### src/rtl/kwm_pkg.sv
package kwm_pkg;

   localparam int MAX_PARTITIONS = 16;
   localparam int IDX_W = $clog2(MAX_PARTITIONS);
   localparam int CNT_W = $clog2(MAX_PARTITIONS + 1);
   localparam int LEVELS = IDX_W;
   localparam int LVL_W = (LEVELS > 1) ? $clog2(LEVELS) : 1;
   localparam int CSR_W = 5;
   localparam int KEY_W = 32;
   localparam int PAY_W = 32;

   typedef struct packed {
      logic [IDX_W-1:0]        source_partition;
      logic signed [KEY_W-1:0] in_key;
      logic [PAY_W-1:0]        in_payload;
      logic                    partition_end;
   } req_type;

   typedef struct packed {
      logic signed [KEY_W-1:0] out_key;
      logic [PAY_W-1:0]        out_payload;
      logic [IDX_W-1:0]        out_source;
      logic                    merge_done;
   } rsp_type;

   typedef struct packed {
      logic write;
      logic load;
      logic step;
      logic finish;
   } cmd_type;

   typedef struct packed {
      logic hit;
      logic any_pending;
      logic slot_free;
   } status_type;

   typedef struct packed {
      logic                    live;
      logic [IDX_W-1:0]        idx;
      logic signed [KEY_W-1:0] key;
   } cand_type;

endpackage

### src/rtl/k_way_merge_winner_tree.sv
// K-way merge of up to 16 sorted streams through a winner tree. Each req beat
// carries one record or an end mark for one partition; beats for a partition
// that is not awaited, or beyond the active count, are dropped. A beat that
// leaves some active partition still awaited goes from the check state back
// to idle. The beat that completes the leaf set loads the leaves into the
// tree: one shared level of comparators steps through the tree one level
// per cycle, and the result is then loaded into the rsp register, which
// waits while a previous result is not yet taken. A done beat ends each merge
// and rearms all partitions. Write csr only while idle.
module k_way_merge_winner_tree (
   input  logic                      clock,
   input  logic                      reset,
   input  logic                      req_valid,
   output logic                      req_ready,
   input  kwm_pkg::req_type          req_data,
   output logic                      rsp_valid,
   input  logic                      rsp_ready,
   output kwm_pkg::rsp_type          rsp_data,
   input  logic                      csr_we,
   input  logic [kwm_pkg::CSR_W-1:0] csr_wdata
);
   import kwm_pkg::*;

   cmd_type    cmd;
   status_type sts;

   kwm_ctrl u_ctrl (
      .clock     (clock),
      .reset     (reset),
      .req_valid (req_valid),
      .req_ready (req_ready),
      .sts       (sts),
      .cmd       (cmd)
   );

   kwm_datapath u_datapath (
      .clock     (clock),
      .reset     (reset),
      .req_data  (req_data),
      .csr_we    (csr_we),
      .csr_wdata (csr_wdata),
      .cmd       (cmd),
      .sts       (sts),
      .rsp_valid (rsp_valid),
      .rsp_ready (rsp_ready),
      .rsp_data  (rsp_data)
   );

endmodule

### src/rtl/kwm_ctrl.sv
module kwm_ctrl (
   input  logic                clock,
   input  logic                reset,
   input  logic                req_valid,
   output logic                req_ready,
   input  kwm_pkg::status_type sts,
   output kwm_pkg::cmd_type    cmd
);
   import kwm_pkg::*;

   localparam logic [1:0] S_IDLE   = 2'd0;
   localparam logic [1:0] S_CHECK  = 2'd1;
   localparam logic [1:0] S_REDUCE = 2'd2;
   localparam logic [1:0] S_FINISH = 2'd3;

   logic [1:0]       state_ff, state_in;
   logic [LVL_W-1:0] lvl_ff, lvl_in;

   assign req_ready = (state_ff == S_IDLE);

   always_comb begin
      state_in = state_ff;
      lvl_in   = lvl_ff;
      cmd      = '0;
      case (state_ff)
         S_IDLE: begin
            if (req_valid) begin
               cmd.write = 1'b1;
               if (sts.hit) state_in = S_CHECK;
            end
         end
         S_CHECK: begin
            if (sts.any_pending) begin
               state_in = S_IDLE;
            end else begin
               cmd.load = 1'b1;
               lvl_in   = '0;
               state_in = S_REDUCE;
            end
         end
         S_REDUCE: begin
            cmd.step = 1'b1;
            lvl_in   = lvl_ff + LVL_W'(1);
            if (lvl_ff == LVL_W'(LEVELS - 1)) state_in = S_FINISH;
         end
         S_FINISH: begin
            if (sts.slot_free) begin
               cmd.finish = 1'b1;
               state_in   = S_IDLE;
            end
         end
         default: state_in = S_IDLE;
      endcase
   end

   always_ff @(posedge clock) begin
      if (reset) begin
         state_ff <= S_IDLE;
         lvl_ff   <= '0;
      end else begin
         state_ff <= state_in;
         lvl_ff   <= lvl_in;
      end
   end

endmodule

### src/rtl/kwm_datapath.sv
module kwm_datapath (
   input  logic                   clock,
   input  logic                   reset,
   input  kwm_pkg::req_type       req_data,
   input  logic                   csr_we,
   input  logic [kwm_pkg::CSR_W-1:0] csr_wdata,
   input  kwm_pkg::cmd_type       cmd,
   output kwm_pkg::status_type    sts,
   output logic                   rsp_valid,
   input  logic                   rsp_ready,
   output kwm_pkg::rsp_type       rsp_data
);
   import kwm_pkg::*;

   logic [CSR_W-1:0]        active_ff, active_in;
   logic [CNT_W-1:0]        n_cnt;
   logic [MAX_PARTITIONS-1:0] pending_ff, pending_in;
   logic [MAX_PARTITIONS-1:0] exhausted_ff, exhausted_in;
   logic [MAX_PARTITIONS-1:0] active_mask;
   logic signed [KEY_W-1:0] leaf_key_ff [MAX_PARTITIONS];
   logic [PAY_W-1:0]        leaf_payload_ff [MAX_PARTITIONS];
   cand_type                cand_ff [MAX_PARTITIONS];
   cand_type                cand_in [MAX_PARTITIONS];
   cand_type                root;
   logic                    hit;
   logic                    rsp_valid_ff, rsp_valid_in;
   rsp_type                 rsp_data_ff, rsp_data_in;

   assign active_in = csr_we ? csr_wdata : active_ff;

   always_comb begin
      if (active_ff == '0) begin
         n_cnt = CNT_W'(1);
      end else if (active_ff > CSR_W'(MAX_PARTITIONS)) begin
         n_cnt = CNT_W'(MAX_PARTITIONS);
      end else begin
         n_cnt = CNT_W'(active_ff);
      end
   end

   always_comb begin
      for (int i = 0; i < MAX_PARTITIONS; i++) begin
         active_mask[i] = (CNT_W'(i) < n_cnt);
      end
   end

   assign hit = (CNT_W'(req_data.source_partition) < n_cnt)
                && pending_ff[req_data.source_partition];
   assign root = cand_ff[0];

   assign sts.hit         = hit;
   assign sts.any_pending = |(pending_ff & active_mask);
   assign sts.slot_free   = !rsp_valid_ff || rsp_ready;

   // one tree level per step; the live right child wins on a dead left or a smaller key
   always_comb begin
      for (int j = 0; j < MAX_PARTITIONS; j++) begin
         cand_in[j] = cand_ff[j];
      end
      if (cmd.load) begin
         for (int j = 0; j < MAX_PARTITIONS; j++) begin
            cand_in[j].live = active_mask[j] && !exhausted_ff[j];
            cand_in[j].idx  = IDX_W'(j);
            cand_in[j].key  = leaf_key_ff[j];
         end
      end else if (cmd.step) begin
         for (int j = 0; j < MAX_PARTITIONS / 2; j++) begin
            if (cand_ff[2*j+1].live
                && (!cand_ff[2*j].live || (cand_ff[2*j+1].key < cand_ff[2*j].key))) begin
               cand_in[j] = cand_ff[2*j+1];
            end else begin
               cand_in[j] = cand_ff[2*j];
            end
         end
      end
   end

   always_comb begin
      pending_in   = pending_ff;
      exhausted_in = exhausted_ff;
      rsp_valid_in = rsp_valid_ff && !rsp_ready;
      rsp_data_in  = rsp_data_ff;
      if (cmd.write && hit) begin
         pending_in[req_data.source_partition] = 1'b0;
         if (req_data.partition_end) exhausted_in[req_data.source_partition] = 1'b1;
      end
      if (cmd.finish) begin
         rsp_valid_in = 1'b1;
         if (!root.live) begin
            rsp_data_in            = '0;
            rsp_data_in.merge_done = 1'b1;
            exhausted_in           = '0;
            pending_in             = '1;
         end else begin
            rsp_data_in.out_key     = root.key;
            rsp_data_in.out_payload = leaf_payload_ff[root.idx];
            rsp_data_in.out_source  = root.idx;
            rsp_data_in.merge_done  = 1'b0;
            pending_in[root.idx]    = 1'b1;
         end
      end
   end

   always_ff @(posedge clock) begin
      if (reset) begin
         active_ff    <= CSR_W'(16);
         pending_ff   <= '1;
         exhausted_ff <= '0;
         rsp_valid_ff <= 1'b0;
      end else begin
         active_ff    <= active_in;
         pending_ff   <= pending_in;
         exhausted_ff <= exhausted_in;
         rsp_valid_ff <= rsp_valid_in;
      end
   end

   always_ff @(posedge clock) begin
      rsp_data_ff <= rsp_data_in;
      for (int j = 0; j < MAX_PARTITIONS; j++) begin
         cand_ff[j] <= cand_in[j];
      end
      if (cmd.write && hit && !req_data.partition_end) begin
         leaf_key_ff[req_data.source_partition]     <= req_data.in_key;
         leaf_payload_ff[req_data.source_partition] <= req_data.in_payload;
      end
   end

   assign rsp_valid = rsp_valid_ff;
   assign rsp_data  = rsp_data_ff;

endmodule

### config.mk
export PLATFORM = sky130hd
export DESIGN_NAME = k_way_merge_winner_tree
export DESIGN_NICKNAME = d
export VERILOG_FILES = /design/src/rtl/kwm_pkg.sv /design/src/rtl/k_way_merge_winner_tree.sv /design/src/rtl/kwm_ctrl.sv /design/src/rtl/kwm_datapath.sv
export SDC_FILE = /design/constraint.sdc
export NUM_CORES = 2
export LEC_CHECK = 0
export BUFFER_PORTS_ARGS = -buffer_cell sky130_fd_sc_hd__buf_4
export CORE_ASPECT_RATIO = 0.7
export CORE_MARGIN = 3
export CORE_UTILIZATION = 50
export CTS_BUF_LIST = sky130_fd_sc_hd__clkbuf_4 sky130_fd_sc_hd__clkbuf_8
export DETAILED_ROUTE_END_ITERATION = 10
export MAX_ROUTING_LAYER = met4
export PLACE_DENSITY = 0.66
export REMOVE_ABC_BUFFERS = 1
export SYNTH_ARGS = -nofsm -noshare
export SYNTH_HDL_FRONTEND = slang
export SYNTH_SLANG_ARGS = --single-unit
export TNS_END_PERCENT = 1
### constraint.sdc
create_clock -name clock -period 9.7 [get_ports clock]
set_input_delay 2.425 -clock clock [delete_from_list [all_inputs] [get_ports clock]]
set_output_delay 2.425 -clock clock [all_outputs]
set_load 0.05 [all_outputs]
==> run metrics <==
Yosys reg bits=~1.7k; Hold Path Origin=u_datapath.leaf_key_ff[10][11]; mean number of vias per cell=5.99; post_cts resized=0; CTS tree=done; vias in the first global route=about 36k; DRC viols=0; Gate Count Post-Synth=4034; cell accounting for the most synthesized area=edfxtp_1; drt first pass iters=5; CTS Buffer Depth=3; first-pass GRT wire length=239000 um; Initial Utilization=50.5%; Post-Synth XOR/XNOR Area=0%; DR WL/cell=approximately 26 um; endpoints failing hold=0; hold buffer count at CTS=0; P&R area growth vs syn=11.6%; post-route cell area=around 75000 um2; final setup violation count=0; RR Endpoint=u_datapath.leaf_payload_ff[10][4]; Cell variety after synth=72; Data required, critical path=between 10 and 15 ns; Reg2Reg Setup Slack=4.93 ns; sequential element share of the synthesized area=74.1%; Hold EP=u_datapath.cand_ff[1][85]; DRT Wirelength=162000 um; clock sink total=roughly 1.7k; cts bufs inserted=approximately 240; Syn Area/Cell=about 17 um2; RSZ-0062 raised after global routing=no; Pwr Total=about 14 mW; core area=approximately 130000 um2; clock root cell=clkbuf_8; Crit Path Max Fanout=48; top cells by count, synth=edfxtp_1 (1621), nand2_1 (315), inv_1 (283); outcome=complete, no violations; Power Density=about 180 nW/um2; H-tree depth=4; die height=approximately 310 um; DRT iter0 DRCs=roughly 4.6k; Final Cycle Share=a little over half; standard-cell rows=around 110; antenna viol nets, final=0; final worst-path setup slack=4.42 ns; leakage=about 25 nW; share of layout cells above drive strength 1=roughly 18%; Die Width=445 um; crit-path cells=buf_4, mux4_2, mux4_2, and3_1, o2111ai_2, nor2_4, buf_4; Crit-path slowest cell=buf_4; largest net degree at the start of global routing=186; Post-Synth Adder-Cell Area=between 4 and 5%; number of synthesized flops with an enable pin=1621; Max Freq=approximately 0.19 GHz; port bufs=149; initial antenna violation count=18; mux contribution to synthesized area=under 10%; dpl cell area=slightly above 70000 um2; Rel. slew slack=13.6%; max_cap viols=0; Reg-to-Reg Start=u_datapath.active_ff[4]; clock skew=approximately 0.046 ns; fin crit period=approximately 5.3 ns; hold path depth=0; worst slew pin tran=1.28 ns; ys flop type=edfxtp_1; complex-gate fraction of the synthesized area=6.80%; Place WS=about 3.5 ns; Post-Syn Area=just under 70000 um2; Max VDD drop=~0.12 mV; crit path DAT=between 5 and 6 ns; Synth async-reset ratio=0%; top cells by area, synth=edfxtp_1 (72%), mux4_2 (5.5%), ha_1 (4.7%), o311ai_0 (2.3%), dfxtp_1 (1.9%); GPL Wtd Cong=between 0.8 and 0.9; # Post-CTS Setup Buffers=0; clock-pin slew on the worst setup and hold paths=approximately 0.070 ns; main combinational cell family by area after synthesis=compound AO/OA/AOI/OAI gates; crit end category=flip-flop; type of the tightest min-delay check=flip-flop to flip-flop; kind of critical path=input port to flip-flop; Tot GR Track Use=a little under a quarter; R2R cell count=8; IO Pins=150; simple-gate share of the synthesized area=between 5 and 6%; fin. max-slew vios=0; via count=around 37k; Synth top area share=72.2%; HPWL after DPL=roughly 100000 um; total negative slack=0 ns; Setup crit start kind=input port; grt ovf=0; Synth Warn #=0; critical path's largest stage delay=slightly above 0.9 ns; Nets=between 4k and 5k; most common cell in the netlist=edfxtp_1; die area=around 140000 um2; clock latency on the worst-skew pair=0.95 ns
## state kept, by name (all words and copies together) (netlist names), named ones only
register and flops:
u_datapath.cand_ff 549, u_datapath.leaf_key_ff 512, u_datapath.leaf_payload_ff 512, u_datapath.rsp_data 69, u_datapath.exhausted_ff 16, u_datapath.pending_ff 16
u_datapath.active_ff 5, u_ctrl.lvl_ff 2, u_ctrl.state_ff 1, u_datapath.rsp_valid 1
## worst max-delay path, delay by kind of cell
| family | cells | cell delay, ns |
|---|---|---|
| AND/OR/NAND/NOR | 2 | 1.12 |
| buffers and inverters | 2 | 1.07 |
| multiplexers | 2 | 0.57 |
| AO/OA/AOI/OAI | 1 | 0.55 |
## final cells by class
cell class	instances	area [um2]
clock buffers	324	3930
multi-input cells	1860	15700
fillers	10200	58300
diodes	8	20.0
clock inverters	109	763
well taps	1767	2210
repair buffers	206	1570
flip-flops and latches	1684	50000
inverters	286	1080
## per-layer routing
layer	vias to the layer above	GRT usage, %	share of wire, %
li1	16500	-	-
met1	19000	36.9	46
met4	0	5.47	1.5
met3	189	5.13	10
met2	1700	32.5	43
met5	-	-	0
## worst max path at each step
stage                                        start                                 end  cells after the start
after detailed placement              req_data[65]  u_datapath.leaf_payload_ff[10][28]                      7
after global placement                req_data[65]  u_datapath.leaf_payload_ff[10][29]                      7
after CTS                             req_data[65]   u_datapath.leaf_payload_ff[10][4]                      7
final                                 req_data[65]   u_datapath.leaf_payload_ff[10][4]                      7
after floorplan           u_datapath.pending_ff[5]          u_datapath.cand_ff[0][144]                      7
after global routing                  req_data[65]      u_datapath.leaf_key_ff[10][10]                      7
## power breakdown
group | switching, mW | leakage (nW) | internal [mW] | total (mW)
Sequential | 0.0133 | 15.0 | 7.95 | 7.97
Combinational | 0.140 | 7.79 | 0.0405 | 0.180
Clock | 2.67 | 2.47 | 2.85 | 5.52
Total | 2.83 | 25.2 | 10.8 | 13.7
## layout by cell type, fill, tap and decap left out, drive strengths merged, types with 128 or more instances in the layout
master | synthesis | final
mux4 | 165 | 165
nand3 | 194 | 194
buf | 66 | 206
ha | 252 | 252
a21oi | 128 | 128
o311ai | 229 | 229
edfxtp | 1621 | 1621
inv | 284 | 291
nand2 | 315 | 315
clkbuf | 138 | 324
## cells by family (layout without fill, tap and decap cells)
logic type,after synthesis,after routing
flops,1684,1684
buf+inv,490,925
compound gates,606,606
mux,182,182
simple gates,819,819
other cells,0,8
fa+ha+maj,253,253
## stage by stage
stage,hold WS [ns],utilization [%],std cells
floorplan,0.400,-,3830
global placement,0.400,52.8,5803
detailed placement,0.405,52.8,5803
CTS,0.395,56.3,6236
global route,0.394,56.3,6243
finish,0.396,56.3,6244
Note: power is estimated with default switching activity, not from simulation.
